$ cat src/rtl/stepseq_pkg.sv
// ----------------------------------------------------------------------------
// stepseq_pkg
// Types and constants shared by the clock-divided step sequencer.
// ----------------------------------------------------------------------------
package stepseq_pkg;

  localparam int TABLE_DEPTH = 256;
  localparam int STEP_W      = 8;
  localparam int SAMPLE_W    = 16;
  localparam int FRAC_W      = 16;
  localparam int LEN_W       = 9;
  localparam int MODE_W      = 3;
  localparam int DIV_W       = 8;
  localparam int DLEN_W      = 10;
  localparam int CFG_IDX_W   = 2;
  localparam int CFG_DATA_W  = 10;

  typedef enum logic {
    OP_SAMPLE = 1'b0,
    OP_WRITE  = 1'b1
  } op_t;

  typedef enum logic [MODE_W-1:0] {
    DIR_UP   = 3'd0,
    DIR_DOWN = 3'd1,
    DIR_HOLD = 3'd2,
    DIR_WALK = 3'd3,
    DIR_JUMP = 3'd4
  } dir_mode_t;

  typedef enum logic [CFG_IDX_W-1:0] {
    CFG_SEQ_LEN  = 2'd0,
    CFG_DIR_MODE = 2'd1,
    CFG_CLK_DIV  = 2'd2,
    CFG_DLY_LEN  = 2'd3
  } cfg_reg_t;

  typedef struct packed {
    logic                       operation;
    logic                       trigger_high;
    logic                       position_valid;
    logic [FRAC_W-1:0]          position;
    logic                       random_direction;
    logic [FRAC_W-1:0]          random_fraction;
    logic [STEP_W-1:0]          entry_index;
    logic signed [SAMPLE_W-1:0] entry_value;
  } in_item_t;

  typedef struct packed {
    logic signed [SAMPLE_W-1:0] sample_out;
    logic [STEP_W-1:0]          current_step;
  } out_item_t;

  typedef struct packed {
    logic [LEN_W-1:0]  seq_len;
    logic [MODE_W-1:0] dir_mode;
    logic [DIV_W-1:0]  clk_div;
  } step_cfg_t;

endpackage

$ cat src/rtl/stepseq_table.sv
// ----------------------------------------------------------------------------
// stepseq_table
// Step table memory, one write and one registered read per cycle.
// ----------------------------------------------------------------------------
module stepseq_table import stepseq_pkg::*; (
  input  logic                       clk,
  input  logic                       rst,
  input  logic                       wr_en,
  input  logic [STEP_W-1:0]          wr_addr,
  input  logic signed [SAMPLE_W-1:0] wr_data,
  input  logic                       rd_en,
  input  logic [STEP_W-1:0]          rd_addr,
  output logic signed [SAMPLE_W-1:0] rd_data
);

  logic signed [SAMPLE_W-1:0] mem [TABLE_DEPTH];
  logic [TABLE_DEPTH-1:0]     written;
  logic signed [SAMPLE_W-1:0] rdata_q;
  logic                       rvalid_q;

  always_ff @(posedge clk) begin
    if (wr_en) begin
      mem[wr_addr] <= wr_data;
    end
    if (rd_en) begin
      rdata_q <= mem[rd_addr];
    end
  end

  // entries never written since reset read as zero
  always_ff @(posedge clk) begin
    if (rst) begin
      written  <= '0;
      rvalid_q <= 1'b0;
    end else begin
      if (wr_en) begin
        written[wr_addr] <= 1'b1;
      end
      if (rd_en) begin
        rvalid_q <= written[rd_addr];
      end
    end
  end

  assign rd_data = rvalid_q ? rdata_q : '0;

endmodule

$ cat config.mk
export PLATFORM = sky130hd
export DESIGN_NAME = stepseq_table
export DESIGN_NICKNAME = d
export VERILOG_FILES = /design/src/rtl/stepseq_pkg.sv /design/src/rtl/stepseq_table.sv
export SDC_FILE = /design/constraint.sdc
export NUM_CORES = 2
export LEC_CHECK = 0
export BUFFER_PORTS_ARGS = -buffer_cell sky130_fd_sc_hd__buf_4
export CORE_UTILIZATION = 65
export DETAILED_ROUTE_END_ITERATION = 10
export GPL_TIMING_DRIVEN = 1
export PLACE_DENSITY = 0.81
export SLEW_MARGIN = 20
export SYNTH_ARGS = -nofsm -noshare
export SYNTH_HDL_FRONTEND = slang
export SYNTH_SLANG_ARGS = --single-unit
$ cat constraint.sdc
create_clock -name clk -period 5.6 [get_ports clk]
set_input_delay 0.56 -clock clk [delete_from_list [all_inputs] [get_ports clk]]
set_output_delay 0.56 -clock clk [all_outputs]
set_load 0.005 [all_outputs]
==> results.cfg <==
[die]
pin_count = 52
die_area_um2 = 255900
coreArea_um2 = 251900
die-height_um = 505.9
core.rowCount = 184
initial_utilization_pct = 65.53
die-width_um = 505.9

[critical_path]
cp_max_fo = 43
r2r_end = rdata_q[0]$_DFFE_PP_
reg2reg_depth = 6
crit_path_top_delay_cell = nor4_1
endpoint_kind = flop
r2r_slack_ns = 1.56
crit_path_start_kind = primary input
cp_cell_sequence = buf_16, buf_12, buf_4, mux4_2, a22oi_1, a21oi_1, nor4_1, o22ai_1, or2_1
timing.rr.start = mem[90][0]$_DFFE_PP_
path_class = in2reg
critPathArrivalTime_ns = 5.31
critPathMaxStageDelay_ns = 0.96
crit_required_ns = 6.38

[synthesis]
seq_area_frac_synth_pct = 77.94
synth_edf_count = 4112
syn_inst = 7736
synthArstFlopShare_pct = 0
avgSynthCellArea_um2 = 21.33
ys_types = 40
synthFlopType = edfxtp_1
synth_nets = 7772
syn_area_um2 = 165000
ys_ff_latch = 4369
yosysWarnings = 0

[min_path]
hp-class = in2reg
holdPathStages = 1
hold_start = wr_data[8]
min_to = mem[107][8]$_DFFE_PP_

[power_and_ir_drop]
internal_power_uw = 53680
switchingPower_uw = 14630
power_uw = 68300
clock_power_share_pct = 42.8
p_comb_share_pct = 4.8
power_density_nw_per_um2 = 366.7
leakage_uw = 0.05838
p_sw_share_pct = 21.41
irDropWorstVdd_v = 0.0003686
seqPwrFrac_pct = 52.5

[clock_network]
ctsResizeCount = 0
insertion_delay_ns = 1.05
clock_sinks = 4369
htree_levels = 5
clk_pin_slew_ns = 0.07
cts_buffer_depth = 4
cts-root-buf = clkbuf_16
numCtsBuffers = 427
cts_tree = built

[status]
status = completed

[detailed_routing]
vias = 89590
routed_wl_mm = 467.0
antenna_left = 0
route.detailed.drc = 0
wl_per_cell_um = 39.21
dr.first_iter.drc_count = 15850
drtPass1Iterations = 9
viasPerCell = 7.521

[finish]
drive_gt1_share_pct = 27.00
area_growth_pct = 12.86
final_util_pct = 73.95
fin_nets = 8230
nFillCells = 12540

[placement]
io_buffers = 51
routabilityCongestion = 0.8839
dp_hpwl_mm = 247.4

[global_route]
grt_pass1_vias = 89350
grt-ovfl-total = 0
grt_first_pass_wirelength_mm = 656.9
grt_max_degree = 185
track_usage_pct = 36.76
antenna_found_initial = 41

[sta]
setup_viol = 0
fin_crit_sh_pct = 80.96
worst_pin_slew_ns = 1.248
hold_ws_ns = 0.0007316
relSlewSlack_pct = 16.06
rsz0062_at_grt = no
max_freq_ghz = 0.2206
fin_skew_ns = 0.09417
fin_tns_setup_ns = 0
fin_crit_ns = 4.534
slew_violations = 0
finalHoldViolations = 0

[job]
max-cap-violations = 0
==> Yosys cell counts, types with 2 or more instances <==
master,instances,area (µm²)
and2_1,17,106.4
mux4_2,1081,24350
inv_1,4,15.01
o221ai_1,6,52.55
buf_6,11,123.9
o21ai_0,5,25.02
nand2_1,31,116.4
a22oi_1,526,3949
o21ba_2,29,290.3
buf_2,105,525.5
edfxtp_1,4112,123500
nand4b_1,2,17.52
a211oi_1,5,37.54
buf_1,31,116.4
dfxtp_1,257,5145
mux2i_1,18,180.2
nor2b_1,11,68.82
nand4_1,10,62.56
nand3_1,26,130.1
mux2_2,3,33.78
a21oi_1,263,1316
o22ai_1,35,219.0
nor2_1,718,2695
nand2b_1,7,43.79
buf_4,19,142.6
or2_1,16,100.1
or2_2,4,25.02
nor4_1,64,400.4
clkbuf_1,309,1160
==> per-layer routing <==
metal / global-route usage, % / part of all wire (%) / vias to the layer above
met5: 0.03704 / 0.036 / -
met4: 22.44 / 7.3 / 26
met3: 10.34 / 15 / 1825
met2: 56.16 / 47 / 9151
met1: 47.66 / 31 / 45330
li1: - / - / 33250
==> flip-flops by register name, indices dropped and copies added (netlist names) <==
register,flops
rvalid_q,1
mem,4096
rdata_q,16
written,256
==> worst max path at each step <==
| stage | start | to | slack [ns] | depth (start not counted) |
|---|---|---|---|---|
| 5_1_grt | rd_addr[0] | rdata_q[0]$_DFFE_PP_ | 1.11 | 10 |
| 6_report | rd_addr[0] | rdata_q[0]$_DFFE_PP_ | 1.07 | 9 |
| 2_1_floorplan | rd_addr[1] | rdata_q[10]$_DFFE_PP_ | 2.71 | 10 |
| 3_5_place_dp | rd_addr[0] | rdata_q[7]$_DFFE_PP_ | 0.19 | 10 |
| 3_3_place_gp | rd_addr[0] | rdata_q[7]$_DFFE_PP_ | 0.35 | 10 |
| 4_1_cts | rd_addr[0] | rdata_q[7]$_DFFE_PP_ | 1.16 | 9 |
==> cells by family after synthesis <==
| group | after synthesis | share of synthesized area (%) |
|---|---|---|
| AOI/OAI and AO/OA | 878 | 3.626 |
| buffers and inverters | 479 | 1.262 |
| DFF | 4369 | 77.94 |
| muxes | 1103 | 14.89 |
| and+or+nand+nor | 907 | 2.285 |
==> final cells by class <==
cell class	instances	area [µm²]	area share, %
multi-input combinational	2888	34580	18.57
clock inverter	214	2381	1.278
timing repair buffer	504	4745	2.547
tap	3348	4189	2.249
inverter	4	15.01	0.008061
clock buffer	561	11670	6.264
sequential	4369	128600	69.05
antenna	23	57.56	0.03090
==> power by group through the flow <==
stage | combinational, µW | sequential (µW) | clock [µW]
4_1_cts | 3150 | 35800 | 29200
6_report | 3260 | 35800 | 29200
5_1_grt | 3300 | 35800 | 30400
2_1_floorplan | 1580 | 36500 | 0
3_3_place_gp | 2990 | 36500 | 0
3_5_place_dp | 3070 | 36500 | 0
==> worst max-delay path, delay by kind of cell <==
| kind | cells | cell delay, ns |
|---|---|---|
| and+or+nand+nor | 2 | 1.40 |
| AOI/OAI and AO/OA | 3 | 1.54 |
| buffers and inverters | 3 | 0.99 |
| muxes | 1 | 0.56 |
==> per-stage QoR <==
step / instances / worst slack, ns / area, µm²
final: 11910 / 1.066 / 186300
after detailed placement: 11110 / 0.1889 / 172100
after floorplan: 7736 / 2.705 / 165000
after global routing: 11900 / 1.107 / 186200
after global placement: 11110 / 0.3460 / 172000
after CTS: 11890 / 1.164 / 186200
==> what timing repair did <==
item | in CTS | in global routing
setup buffers | 0 | 0
hold endpoints to repair | 2 | 0
endpoints found under the setup margin | 0 | 0
hold buffers | 2 | 0
==> layout by cell type (no fill, tap or decap), types with 10 or more instances in the layout <==
master | synthesis | routed
a21oi_1 | 263 | 263
a22oi_1 | 526 | 526
and2_1 | 17 | 16
buf_12 | 0 | 64
buf_4 | 19 | 418
buf_8 | 0 | 18
bufinv_16 | 0 | 47
clkbuf_1 | 309 | 94
clkbuf_16 | 0 | 434
clkbuf_8 | 0 | 33
clkinv_1 | 0 | 48
clkinv_2 | 0 | 74
clkinvlp_4 | 0 | 24
dfxtp_1 | 257 | 257
diode_2 | 0 | 23
edfxtp_1 | 4112 | 4112
mux2i_1 | 18 | 18
mux4_2 | 1081 | 1081
nand2_1 | 31 | 30
nand3_1 | 26 | 26
nand4_1 | 10 | 10
nor2_1 | 718 | 686
nor2_2 | 0 | 21
nor2_4 | 0 | 11
nor4_1 | 64 | 51
nor4_2 | 0 | 13
o21ba_2 | 29 | 29
o22ai_1 | 35 | 35
or2_1 | 16 | 16
Note: power is estimated with default switching activity, not from simulation.
