==> src/rtl/stepseq_pkg.sv <==
// ----------------------------------------------------------------------------
// stepseq_pkg
// Types and constants shared by the clock-divided step sequencer.
// ----------------------------------------------------------------------------
package stepseq_pkg;

  localparam int TABLE_DEPTH = 256;
  localparam int STEP_W      = 8;
  localparam int SAMPLE_W    = 16;
  localparam int FRAC_W      = 16;
  localparam int LEN_W       = 9;
  localparam int MODE_W      = 3;
  localparam int DIV_W       = 8;
  localparam int DLEN_W      = 10;
  localparam int CFG_IDX_W   = 2;
  localparam int CFG_DATA_W  = 10;

  typedef enum logic {
    OP_SAMPLE = 1'b0,
    OP_WRITE  = 1'b1
  } op_t;

  typedef enum logic [MODE_W-1:0] {
    DIR_UP   = 3'd0,
    DIR_DOWN = 3'd1,
    DIR_HOLD = 3'd2,
    DIR_WALK = 3'd3,
    DIR_JUMP = 3'd4
  } dir_mode_t;

  typedef enum logic [CFG_IDX_W-1:0] {
    CFG_SEQ_LEN  = 2'd0,
    CFG_DIR_MODE = 2'd1,
    CFG_CLK_DIV  = 2'd2,
    CFG_DLY_LEN  = 2'd3
  } cfg_reg_t;

  typedef struct packed {
    logic                       operation;
    logic                       trigger_high;
    logic                       position_valid;
    logic [FRAC_W-1:0]          position;
    logic                       random_direction;
    logic [FRAC_W-1:0]          random_fraction;
    logic [STEP_W-1:0]          entry_index;
    logic signed [SAMPLE_W-1:0] entry_value;
  } in_item_t;

  typedef struct packed {
    logic signed [SAMPLE_W-1:0] sample_out;
    logic [STEP_W-1:0]          current_step;
  } out_item_t;

  typedef struct packed {
    logic [LEN_W-1:0]  seq_len;
    logic [MODE_W-1:0] dir_mode;
    logic [DIV_W-1:0]  clk_div;
  } step_cfg_t;

endpackage

==> src/rtl/stepseq_step.sv <==
// ----------------------------------------------------------------------------
// stepseq_step
// Trigger edge counter and step index update for one sample item.
// ----------------------------------------------------------------------------
module stepseq_step import stepseq_pkg::*; (
  input  logic              clk,
  input  logic              rst,
  input  logic              advance,
  input  in_item_t          item,
  input  step_cfg_t         cfg,
  output logic [STEP_W-1:0] step_next
);

  logic [STEP_W-1:0]        step_index;
  logic [DIV_W-1:0]         edge_count;
  logic                     previous_trigger;

  logic [LEN_W-1:0]         len;
  logic [DIV_W-1:0]         cnt;
  logic                     fire;
  logic [FRAC_W-1:0]        frac;
  logic [FRAC_W+LEN_W-1:0]  prod;
  logic [STEP_W-1:0]        scaled;
  logic [LEN_W-1:0]         inc;
  logic [STEP_W-1:0]        up_step;
  logic [STEP_W-1:0]        down_step;

  always_comb begin
    if (cfg.seq_len == '0) begin
      len = LEN_W'(1);
    end else if (cfg.seq_len > LEN_W'(TABLE_DEPTH)) begin
      len = LEN_W'(TABLE_DEPTH);
    end else begin
      len = cfg.seq_len;
    end
  end

  assign cnt  = (item.trigger_high && !previous_trigger) ? edge_count + DIV_W'(1) : edge_count;
  assign fire = (cnt >= cfg.clk_div);

  // position and jump share the one scaler: frac * len, integer part only
  assign frac   = item.position_valid ? item.position : item.random_fraction;
  assign prod   = (FRAC_W+LEN_W)'(frac) * (FRAC_W+LEN_W)'(len);
  assign scaled = prod[FRAC_W +: STEP_W];

  assign inc       = {1'b0, step_index} + LEN_W'(1);
  assign up_step   = (inc >= len) ? '0 : inc[STEP_W-1:0];
  assign down_step = (step_index == '0 || {1'b0, step_index} >= len) ?
                     STEP_W'(len - LEN_W'(1)) : step_index - STEP_W'(1);

  always_comb begin
    step_next = step_index;
    if (fire) begin
      if (item.position_valid) begin
        step_next = scaled;
      end else begin
        case (dir_mode_t'(cfg.dir_mode))
          DIR_UP:   step_next = up_step;
          DIR_DOWN: step_next = down_step;
          DIR_WALK: step_next = item.random_direction ? up_step : down_step;
          DIR_JUMP: step_next = scaled;
          default:  step_next = step_index;
        endcase
      end
    end
  end

  always_ff @(posedge clk) begin
    if (rst) begin
      step_index       <= '0;
      edge_count       <= '0;
      previous_trigger <= 1'b0;
    end else if (advance) begin
      step_index       <= step_next;
      edge_count       <= fire ? '0 : cnt;
      previous_trigger <= item.trigger_high;
    end
  end

endmodule

==> config.mk <==
export PLATFORM = sky130hd
export DESIGN_NAME = stepseq_step
export DESIGN_NICKNAME = d
export VERILOG_FILES = /design/src/rtl/stepseq_pkg.sv /design/src/rtl/stepseq_step.sv
export SDC_FILE = /design/constraint.sdc
export NUM_CORES = 1
export LEC_CHECK = 0
export ABC_AREA = 1
export BUFFER_PORTS_ARGS = -buffer_cell sky130_fd_sc_hd__buf_2
export CORE_MARGIN = 5
export CORE_UTILIZATION = 35
export CTS_CLUSTER_DIAMETER = 120
export DETAILED_ROUTE_END_ITERATION = 8
export GPL_ROUTABILITY_DRIVEN = 0
export PLACE_DENSITY = 0.5
export SLEW_MARGIN = 20
export SYNTH_ARGS = -nofsm -noshare
export SYNTH_HDL_FRONTEND = slang
export SYNTH_SLANG_ARGS = --single-unit
==> constraint.sdc <==
create_clock -name clk -period 6.9 [get_ports clk]
set_input_delay 0.69 -clock clk [delete_from_list [all_inputs] [get_ports clk]]
set_output_delay 0.69 -clock clk [all_outputs]
set_load 0.005 [all_outputs]
==> results.md, run 1 <==
- Entering global routing, the biggest net connects 21 pins.
- The arrival time at the worst endpoint is 5.93 ns.
- The cell area power density is 184 mW/mm^2.
- The total power is 0.00145 W.
- CTS built an H-tree with a depth of 1.
- Counting both buffers and inverters, the worst setup path holds a total of 9.
- The number of sinks handled by clock tree synthesis is 17.
- A synthesized cell averages around 6.7 sq um.
- The overall global routing resource usage is 18.8%.
- In this run the tightest slew margin relative to its limit is 52.0%.
- The multi-input gate area in the final layout is about 0.0056 sq mm.
- The cell type with the highest aggregate area in the netlist is sky130_fd_sc_hd__fa_1.
- The area after detailed placement is between 0.007 and 0.008 sq mm.
- Before antenna repair, the detailed router went through 5 iterations.
- The post-synthesis to final-layout area growth is 15.4%.
- The number of synthesis warnings is 0.
- The global-route congestion overflow total is 0.
- Yosys attributes the largest share of cell area to sky130_fd_sc_hd__fa_1, sky130_fd_sc_hd__nand2_1, sky130_fd_sc_hd__ha_1.
- The shortest period the worst path allows is 6.62 ns.
- The area of the mapped netlist is about 0.007 sq mm.
- The clock slew at the register clock pins of the worst setup and hold paths is 0.05 ns.
- The highest clock frequency the design can meet is between 0.15 and 0.2 GHz.
- The maximum clock path buffer count is 2.
- Using the TritonRoute via totals, the vias-per-cell ratio works out to around 4.8.
- For this run, the leading register cell type out of synthesis is sky130_fd_sc_hd__dfxtp_1.
- Wires add up to around 20000 um.
- For this configuration, the core starts out at a cell density of 35.3%.
- The number of buffers inserted during clock tree synthesis is 3.
- After filler insertion, the fill cell instance count of the layout stands at 2149.
- sky130_fd_sc_hd__nand2_1 is the most common cell in the netlist.
- The width of the die is around 150 um.
- The required time at the worst-slack endpoint is 6.21 ns.
- The final-stage net count is 1365.
- The I/O pin total is a little over 90.
- The total area inside the core boundary comes to 0.0193 sq mm.
- The quantity of I/O buffers inserted on ports is 65.
- The repair_antennas step left the layout with diodes totalling 0.
- The insertion delay of the later-clocked pin in the worst-skew pair is between 0.2 and 0.25 ns.
- Once layout is done, the placed cells without fillers occupy between 0.007 and 0.008 sq mm.
- STA classifies the critical path endpoint as a primary output.
- The number of hold-slack violations in the final timing report is 0.
- Sequential cells were found to cover 4.98% of the synthesized design area.
- The remaining antenna violation count is 0.
- Detailed routing inserted a total of 6586 vias.
- The die footprint is 0.0224 sq mm.
- The floorplan has between 50 and 60 rows.
- The flow ran to the end, and the final reports show no timing, DRC or antenna violations.
- On the final layout, the worst clock skew is between 0.001 and 0.0015 ns.
- The largest single stage delay on the critical path is between 0.5 and 0.6 ns.
- The number of nets handed over by synthesis was ~1300.
- The via count of the first global-routing pass is 6650.
- After detailed routing, the number of remaining DRC violations is 0.
- On the critical path, the stage with the largest delay is an instance of sky130_fd_sc_hd__fa_1.
- IR analysis of the VDD net gives a maximum drop of 0.111 mV.
- The post-synthesis instance total is around 1000.
- Cells with a size suffix above 1 make up 13.5% of the layout.
- The path type of the worst min-delay path is register to register.
- The flop and latch count out of synthesis is 17.
- The fraction of post-synthesis cell area in the top cell type by area is between 20% and 30%.
- The die height is 150 um.
- The initial antenna violation count is 0.
- The count of flip-flops with a built-in enable after synthesis is 0.
- At the pin with the least slew margin, the transition time is 0.720 ns.
- The highest fanout seen on the critical path is 11.
- The share of the clock period used by the worst path is 95.9%.
- Counting instances in the post-synthesis netlist gives the leading cell types as sky130_fd_sc_hd__nand2_1, sky130_fd_sc_hd__inv_1, sky130_fd_sc_hd__nor2_1, sky130_fd_sc_hd__fa_1, sky130_fd_sc_hd__ha_1.
- The clock tree root driver cell is sky130_fd_sc_hd__clkbuf_16.
- The worst setup path is of the input pin to primary output kind.
- The number of pins with negative max-slew slack in the final report is 0.
- The count of cell types in the netlist is 37.
- The register area is 340 sq um.
- Setup violations remaining at the end of the flow were counted as 0.
- The family with the most delay on the worst path is adder cells.
- For this block, the initial DRC count from the detailed router was 293.
- The leakage power summed over all cells is 4.46 nW.
- The worst setup path is launched from an input pin.
- The number of max-cap violations is 0.
- The TritonCTS clock tree is yes.
- The proportion of synthesized flip-flops having asynchronous set or reset is 0%.
- The final routed wire length divided by cell count is 14.7 um.
- The wire length of the first global-routing pass is 33700 um.
- The detailed-placement wirelength estimate is 17300 um.
## through the flow
| stage | setup WS [ns] | hold slack (ns) | cells | TNS [ns] | util (%) |
|---|---|---|---|---|---|
| 6_report | 0.284 | 0.494 | 1380 | 0 | 40.8 |
| 5_1_grt | -0.0124 | 0.530 | 1380 | -0.0190 | 40.8 |
| 4_1_cts | 0.147 | 0.492 | 1376 | 0 | 40.3 |
| 3_5_place_dp | 0.174 | 0.484 | 1372 | 0 | 39.9 |
| 3_3_place_gp | 0.198 | 0.477 | 1372 | 0 | 39.9 |
| 2_1_floorplan | 0.921 | 0.458 | 1024 | 0 | - |
## where the power goes
part / switching, W / internal, W / total [W]
Clock: 0.0000366 / 0.0000784 / 0.000115
Sequential: 0.00000819 / 0.000103 / 0.000111
Combinational: 0.000766 / 0.000455 / 0.00122
## final timing paths
check	startpoint	to	slack (ns)	cells past startpoint
setup / recovery	item[57]	step_next[7]	0.28	29
hold / removal	edge_count[2]	edge_count[2]	0.49	2
setup reg to reg	step_index[0]	step_index[4]	3.47	19
hold reg to reg	edge_count[2]	edge_count[2]	0.49	2
## sequential cells by signal, summed over array words and instances, names as in the netlist
name              count
step_index            8
previous_trigger      1
edge_count            8
## worst min-delay path, stage by stage (launching register included)
cell                      delay (ns)
sky130_fd_sc_hd__dfxtp_1        0.32
sky130_fd_sc_hd__nand2_1        0.06
sky130_fd_sc_hd__a21oi_1        0.06
## layout by cell type (no fill, tap or decap), types with 9 or more instances in the layout
cell | Yosys | layout
sky130_fd_sc_hd__nand2_1 | 238 | 238
sky130_fd_sc_hd__inv_1 | 216 | 214
sky130_fd_sc_hd__nor2_1 | 132 | 131
sky130_fd_sc_hd__fa_1 | 97 | 97
sky130_fd_sc_hd__ha_1 | 69 | 68
sky130_fd_sc_hd__buf_2 | 3 | 65
sky130_fd_sc_hd__nand3_1 | 43 | 43
sky130_fd_sc_hd__a21oi_1 | 41 | 39
sky130_fd_sc_hd__buf_4 | 0 | 39
sky130_fd_sc_hd__o21ai_0 | 33 | 31
sky130_fd_sc_hd__nand4_1 | 19 | 19
sky130_fd_sc_hd__dfxtp_1 | 17 | 17
sky130_fd_sc_hd__xor2_1 | 14 | 14
sky130_fd_sc_hd__or2_2 | 14 | 14
sky130_fd_sc_hd__nor3_1 | 11 | 10
sky130_fd_sc_hd__o21ai_1 | 13 | 9
## cell type report
type	count	area share (%)
clock buffer	4	1.00
inverter	218	10.4
multi-input combinational	769	71.4
sequential	17	4.32
tap	265	4.21
timing repair buffer	107	8.60
## layer usage
layer	track usage, %	vias up	part of all wire, %
met5	0	-	0
met4	3.52	0	1.7
met3	1.24	20	4.4
met2	30.2	138	44
met1	28.2	3101	50
li1	-	3327	-
## logic make-up after synthesis
group | count (synthesis) | synth area share [%]
compound gates | 107 | 8.66
xor+xnor | 19 | 2.44
flops | 17 | 4.98
buf+inv | 238 | 13.2
simple gates | 477 | 29.6
fa+ha+maj | 166 | 41.1
## what timing repair did
item / in CTS / in global routing
buffers inserted: 0 / 4
hold buffers: 0 / 0
hold endpoints to repair: 0 / 0
gates resized for setup: 0 / 16
endpoints found under the setup margin: 0 / 4
Power figures use the tool's default switching activity.
==> inputs of run 2 (changes only) <==
Settings changed: CELL_PAD_IN_SITES_DETAIL_PLACEMENT set to 2, CELL_PAD_IN_SITES_GLOBAL_PLACEMENT set to 2, CORE_UTILIZATION 35 to 33, PLACE_DENSITY 0.5 to 0.79.
==> run 2 against run 1 <==
  * Worst hold slack worse by 0.0015 ns
  * Final cell count down 0.22%
  * Cell area up 1.6%
  * Critical path type unchanged
  * Die area up 5.6%
  * Via count up 6.5%
  * Flip-flop and latch count unchanged
  * Clock-buffer cell count unchanged
  * Combinational power up 25%
==> results.md, run 2 (same netlist as run 1, synthesis figures left out) <==
- Entering global routing, the biggest net connects 21 pins.
- Setup violations remaining at the end of the flow were counted as 0.
- In the final layout, the registers with the most flip-flops are edge_count x8, step_index x8, previous_trigger x1.
- In this run the power density over the cells is 220 mW/mm^2.
- The die footprint is about 0.024 sq mm.
- The worst path needs 6.73 ns of the cycle, external delays included.
- Headroom to the max-slew limit came out at between 50% and 60%.
- The aggregate routed wire length is 27300 um.
- Registers take 340 sq um.
- Counting both buffers and inverters, the worst setup path holds a total of 9.
- The die height is between 150 and 200 um.
- The effective utilization at floorplan is 33.6%.
- The global-route congestion overflow total is 0.
- The repair_antennas step left the layout with diodes totalling 0.
- The number of vias per cell after detailed routing is a little over 5.
- The startpoint identified for the worst register-to-register timing path is step_index[2].
- Across all register-to-register paths, the minimum setup slack is 3.25 ns.
- In the layout the commonest cells are sky130_fd_sc_hd__nand2_1, sky130_fd_sc_hd__inv_1, sky130_fd_sc_hd__nor2_1.
- After detailed routing, the average wire length per cell comes to between 15 and 20 um.
- VDD sags by at most 0.101 mV.
- The run finished with clean final reports.
- The path type of the worst min-delay path is register to register.
- The switching fraction of total power is 57.2%.
- Derived from the worst setup path, the maximum achievable clock frequency is 0.149 GHz.
- The share of total power in the clock network is 6.8%.
- The end point of the critical path is step_next[6].
- The final route contains 7015 vias.
- The share of the clock period used by the worst path is a little over nine tenths.
- The quantity of I/O buffers inserted on ports is 65.
- The portion of total power attributed to combinational logic is between 80 and 90%.
- STA classifies the critical path endpoint as a primary output.
- Setup repair after global routing could not meet its margin everywhere.
- Counting along the longest clock path gives a buffer depth of 2.
- The longest individual stage delay on the worst path is 0.59 ns.
- The highest fanout seen on the critical path is 6.
- The required time at the worst-slack endpoint is around 6.2 ns.
- The first global-routing pass estimated about 42000 um of wire.
- For this design the total switching power over the nets is 0.00101 W.
- The arrival time at the worst endpoint is between 6 and 7 ns.
- The number of pins with negative max-slew slack in the final report is 0.
- The floorplan has 52 rows.
- Counting the fill cells in the layout gives 2536.
- The family with the most delay on the worst path is adder cells.
- The terminus of the critical flop-to-flop path is step_index[4].
- In this run the horizontal extent of the chip is 154 um.
- Final hold analysis gives a worst-case slack of between 0.4 and 0.5 ns.
- The cell depth of the worst flop-to-flop path is 19.
- The multi-input gate area in the final layout is about 0.0058 sq mm.
- The library cell used most frequently in the layout, excluding fill and tap cells, is sky130_fd_sc_hd__nand2_1.
- The internal portion of total power is 0.000753 W.
- The initial antenna violation count is 1.
- The clock slew at the register clock pins of the worst setup and hold paths is 0.05 ns.
- The critical path starts at item[57].
- The critical path in this run is classified as input pin to primary output.
- Clock latency on the worst-skew pair, taken at its later pin, is 0.25 ns.
- The worst setup skew after layout is 0.00194 ns.
- The accumulated negative setup slack is 0 ns.
- The startpoint kind of the worst setup timing path is an input pin.
- The tree built by TritonCTS fans out to 17 sinks.
- The first detailed-routing pass ran for 4 iterations.
- The TritonCTS clock tree is yes.
- The number of levels the H-tree was split into is 1.
- The placeable core region is slightly above 0.02 sq mm.
- The critical-path cell with the highest stage delay is sky130_fd_sc_hd__fa_1.
- The transition at the pin with the smallest max-transition slack is between 0.6 and 0.7 ns.
- The number of hold-slack violations in the final timing report is 0.
- For this run, the post-layout net count is 1357.
- The post-synthesis to final-layout area growth is 17.3%.
- The post-route netlist has 15.6% of its cells at a drive strength greater than 1.
- Buffers inserted during clock tree synthesis total 3.
- The via count of the first global-routing pass is roughly 8000.
- The leakage power summed over all cells is about 4.4 nW.
- Once detailed placement completed, the half-perimeter wirelength came to 22500 um.
- The overall global routing resource usage is 22.3%.
- The I/O pin total is 91.
- Sequential cells burn ~6.3% of the power.
- The count of hold-fix buffers inserted at cts is 0.
- The tool flagged a number of max-cap violations equal to 0.
- CTS placed an instance of sky130_fd_sc_hd__clkbuf_16 at the clock tree root.
- The first routing iteration left about 340 violations.
- The detail route stage leaves a number of antenna-violating nets equal to 0.
- The most common cell type on the critical path is sky130_fd_sc_hd__nand2_1.
- The detailed-route DRC error count is 0.
- The logic depth of the worst setup path including buffers is 29.
run 2: cell count changes in the layout (fill, tap and decap cells not counted), moves of 3 or more:
cell	before	now
sky130_fd_sc_hd__nor2_2	4	7
sky130_fd_sc_hd__ha_4	0	6
sky130_fd_sc_hd__buf_4	39	30
sky130_fd_sc_hd__a21oi_2	2	7
sky130_fd_sc_hd__ha_1	68	62
sky130_fd_sc_hd__nand2_1	238	235
sky130_fd_sc_hd__o21ai_4	1	4
sky130_fd_sc_hd__nor2_1	131	127
sky130_fd_sc_hd__inv_1	214	209
sky130_fd_sc_hd__a21oi_1	39	34
sky130_fd_sc_hd__inv_2	2	7
sky130_fd_sc_hd__o21ai_0	31	27
sky130_fd_sc_hd__nand2_2	4	7
run 2: timing repair:
action | 4_1_cts | 5_1_grt
setup endpoints to repair | 1 | 8
buffers inserted | 1 | 3
resized for setup | 9 | 52
pin swaps | 0 | 9
gates cloned | 0 | 1
run 2: final cells by class:
class / instances / area share [%]
Sequential cell: 17 / 4.25
Tap cell: 270 / 4.22
Inverter: 218 / 10.3
Timing Repair inverter: 1 / 0.0937
Multi-Input combinational cell: 769 / 72.5
Clock buffer: 4 / 0.984
Timing Repair Buffer: 98 / 7.65
run 2: worst min-delay path: stages, from the launching register on:
cell,delay (ns)
sky130_fd_sc_hd__dfxtp_1,0.32
sky130_fd_sc_hd__nand2_1,0.07
sky130_fd_sc_hd__a21oi_1,0.06
run 2: power groups by stage:
stage / sequential, W / clock (W) / combinational, W
4_1_cts: 0.000111 / 0.000123 / 0.00135
2_1_floorplan: 0.000109 / 0 / 0.000877
6_report: 0.000111 / 0.000120 / 0.00153
5_1_grt: 0.000112 / 0.000127 / 0.00172
3_3_place_gp: 0.000113 / 0 / 0.00129
3_5_place_dp: 0.000113 / 0 / 0.00134
run 2: through the flow:
step / power [W] / setup slack [ns] / utilization (%) / instance area [sq um] / std cells
2_1_floorplan: 0.000986 / 0.921 / - / 6830 / 1024
3_3_place_gp: 0.00140 / 0.0301 / 37.7 / 7660 / 1368
3_5_place_dp: 0.00145 / -0.00609 / 37.7 / 7660 / 1368
4_1_cts: 0.00159 / 0.00737 / 38.3 / 7770 / 1373
5_1_grt: 0.00195 / -0.0633 / 39.5 / 8010 / 1377
6_report: 0.00176 / 0.173 / 39.5 / 8010 / 1377
run 2: worst min path at each step:
stage / from / end / slack, ns / cells after the start
after floorplan: edge_count[2] / edge_count[2] / 0.46 / 2
after CTS: edge_count[2] / edge_count[2] / 0.49 / 2
final: edge_count[2] / edge_count[2] / 0.49 / 2
after global routing: edge_count[2] / edge_count[2] / 0.52 / 2
after detailed placement: edge_count[2] / edge_count[2] / 0.49 / 2
after global placement: edge_count[2] / edge_count[2] / 0.48 / 2
run 2: metal layers:
layer	track usage, %	vias to the layer above	share of wire (%)
met3	0.984	22	3.0
met1	30.7	3558	46
li1	-	3308	-
met5	0	-	0.048
met4	2.78	2	1.4
met2	40.0	125	50
==> inputs of run 3 (changes only) <==
Settings changed: BUFFER_PORTS_ARGS -buffer_cell sky130_fd_sc_hd__buf_2 to unset, CORE_UTILIZATION 33 to 35, DONT_BUFFER_PORTS set to 1, GPL_ROUTABILITY_DRIVEN 0 to unset, HOLD_SLACK_MARGIN set to 0.06, PLACE_DENSITY 0.79 to 0.77.
==> run 3 against run 2 <==
  * Cell area is 6.6% lower
  * Core utilization down 0.77 points
  * Non-clock buffer count fell by 64
  * Via count down 4.4%
  * Clock skew is 0.0025 ns higher
  * Sequential power hardly changed
  * Routed wire length down 8.7%
  * First-iteration DRC count down 42%
  * Worst hold slack lost 0.012 ns
  * Critical endpoint is now step_next[7]
  * Largest cell class unchanged
  * Largest power group unchanged
==> results.md, run 3 (same netlist as run 1, synthesis figures left out) <==
- The shortest period the worst path allows is 6.58 ns.
- The worst setup path is launched from an input pin.
- The final non-filler cell area is 0.00748 sq mm.
- The required time at the worst-slack endpoint is 6.21 ns.
- The final setup violation count is 0.
- The cell area power density is 204 mW/mm^2.
- The detailed-route DRC error count is 0.
- The post-synthesis to final-layout area growth is 9.53%.
- The path type of the worst min-delay path is register to register.
- The most common cell type on the critical path is sky130_fd_sc_hd__nor2_1.
- Wires add up to 24900 um.
- The largest registers in the layout are edge_count x8, step_index x8, previous_trigger x1.
- The width of the die is 150 um.
- For this configuration, the core starts out at a cell density of 35.3%.
- The wire-length estimate of the detail-placed layout is about 22000 um.
- The number of pins with negative max-slew slack in the final report was 0.
- The type of the setup path with the least slack is input pin to primary output.
- Leaving out filler cells and counting taps, the final layout contains between 1000 and 1500.
- The maximum clock path buffer count is 2.
- In this run the remaining antenna-violating nets after routing total 0.
- The via count of the first global-routing pass is 7395.
- The commonest non-fill, non-tap cell in the layout is sky130_fd_sc_hd__nand2_1.
- The leakage power summed over all cells is slightly above 4 nW.
- TritonCTS built the clock tree.
- The last weighted congestion value of the routability-driven placer is 0.865.
- In this run the number of H-tree levels came out at 1.
- The number of hold-slack violations in the final timing report is 0.
- The first routing iteration left 199 violations.
- The accumulated negative setup slack is 0 ns.
- The die footprint is 0.0224 sq mm.
- In this run the power spent charging and discharging nets is roughly 0.00090 W.
- The switching fraction of total power is 59.0%.
- Across all hold checks on the routed design, the worst slack comes to approximately 0.48 ns.
- The wire length of the first global-routing pass is 40000 um.
- The detailed-route via count is around 6700.
- Clock-pin slew was measured on the worst setup and hold paths at about 0.05 ns.
- Cells with a size suffix above 1 make up 7.38% of the layout.
- The worst setup slack before clock tree synthesis is 0.112 ns.
- The number of buffers inserted during clock tree synthesis is 3.
- The number of sinks handled by clock tree synthesis is 17.
- The row count is 51.
- 91 I/O pins were placed.
- The fraction of power consumed by sequential logic is between 7 and 8%.
- 0 antenna diodes ended up in the layout.
- At the pin with the least slew margin, the transition time is 0.701 ns.
- The internal portion of total power is roughly 0.00062 W.
- Fill cells in the final layout number 2400.
- The highest fanout seen on the critical path is 12.
- The initial antenna violation count is 2.
- The worst setup skew after layout is 0.00448 ns.
- Dividing the detail-routed wire length by the instance count gives 19.0 um.
- The area after detailed placement is 0.00730 sq mm.
- Across every metal layer, demand over resource in global routing totals 22.7%.
- The run finished with clean final reports.
- Timing would allow up to 0.152 GHz.
- In this run, placement finished with an instance count of 1297.
- The arrival time at the worst endpoint is 5.89 ns.
- The final worst-path setup slack is 0.318 ns.
- The number of max-cap violations is 0.
- The tree is rooted in a sky130_fd_sc_hd__clkbuf_16.
- The worst path uses 95.4% of the clock period.
- The final-stage net count is 1293.
- The max-slew headroom at the worst pin is 53.1%.
- Summing all flip-flop and latch instances after layout gives 340 sq um.
- The insertion delay of the later-clocked pin in the worst-skew pair is 0.25 ns.
- In this run the tool buffered the top-level ports with 0 buffer cells.
- Entering global routing, the biggest net connects 22 pins.
- Combinational cells account for 85.0% of the total power.
- The critical-path cell with the highest stage delay is sky130_fd_sc_hd__fa_1.
- The worst setup path is captured at a primary output.
- The top cell types in the final layout, fill and taps aside, are sky130_fd_sc_hd__nand2_1, sky130_fd_sc_hd__inv_1, sky130_fd_sc_hd__nor2_1.
- The die is 150 um tall.
- For this run, the slowest stage of the critical path takes between 0.5 and 0.6 ns.
- The multi-input gate area in the final layout is 0.00562 sq mm.
- In this run, the clock network consumes between 7 and 8% of the power.
- The global-route congestion overflow total is 0.
- The number of vias per cell after detailed routing is 5.12.
- VDD sags by at most 0.0991 mV.
- The placeable core region is 0.0193 sq mm.
- The pre-antenna-repair detailed-routing pass consisted of 4 iterations.
run 3: changes by cell type in the layout (fill, tap and decap cells not counted), sizes merged:
cell,before,now
clkinvlp,2,3
inv,216,215
buf,97,34
clkbuf,5,4
run 3: worst max-delay path, delay by kind of cell:
kind	cells	cell delay, ns
AND/OR/NAND/NOR	15	1.60
buffers and inverters	4	0.46
adder cells (fa/ha/maj)	5	2.43
AO/OA/AOI/OAI	4	0.69
run 3: area by class of cell:
| type | count | area share, % |
|---|---|---|
| clock buffers | 4 | 1.05 |
| inverters | 218 | 11.0 |
| well taps | 265 | 4.43 |
| multi-input cells | 769 | 75.1 |
| flip-flops and latches | 17 | 4.55 |
| repair inverters | 1 | 0.0669 |
| repair buffers | 34 | 3.75 |
run 3: final timing paths:
path | startpoint | slack, ns | to | cells past startpoint
setup / recovery | cfg[18] | 0.32 | step_next[7] | 28
hold / removal | edge_count[2] | 0.48 | edge_count[2] | 2
setup reg to reg | step_index[2] | 3.26 | step_index[5] | 23
hold reg to reg | edge_count[2] | 0.48 | edge_count[2] | 2
run 3: layer usage:
metal,share of wire (%),GRT usage (%),routed length [um]
met1,47,32.3,11700
met2,49,39.4,12100
met3,3.4,1.73,846
met4,0.77,1.88,192
met5,0.11,0,27
run 3: per-stage QoR:
step	power (W)	util [%]
after floorplan	0.000986	-
after global placement	0.00135	37.7
after detailed placement	0.00140	37.7
after CTS	0.00153	38.2
after global routing	0.00173	38.7
final	0.00152	38.7
run 3: timing repair:
action,in CTS,in global routing
hold buffers,0,0
buffers inserted,0,6
resized for setup,0,18
endpoints found under the setup margin,0,6
run 3: power groups by stage:
stage / Sequential (W) / Combinational (W) / Clock [W]
floorplan: 0.000109 / 0.000877 / 0
global placement: 0.000113 / 0.00124 / 0
detailed placement: 0.000113 / 0.00128 / 0
CTS: 0.000111 / 0.00130 / 0.000122
global route: 0.000112 / 0.00149 / 0.000126
finish: 0.000111 / 0.00129 / 0.000118
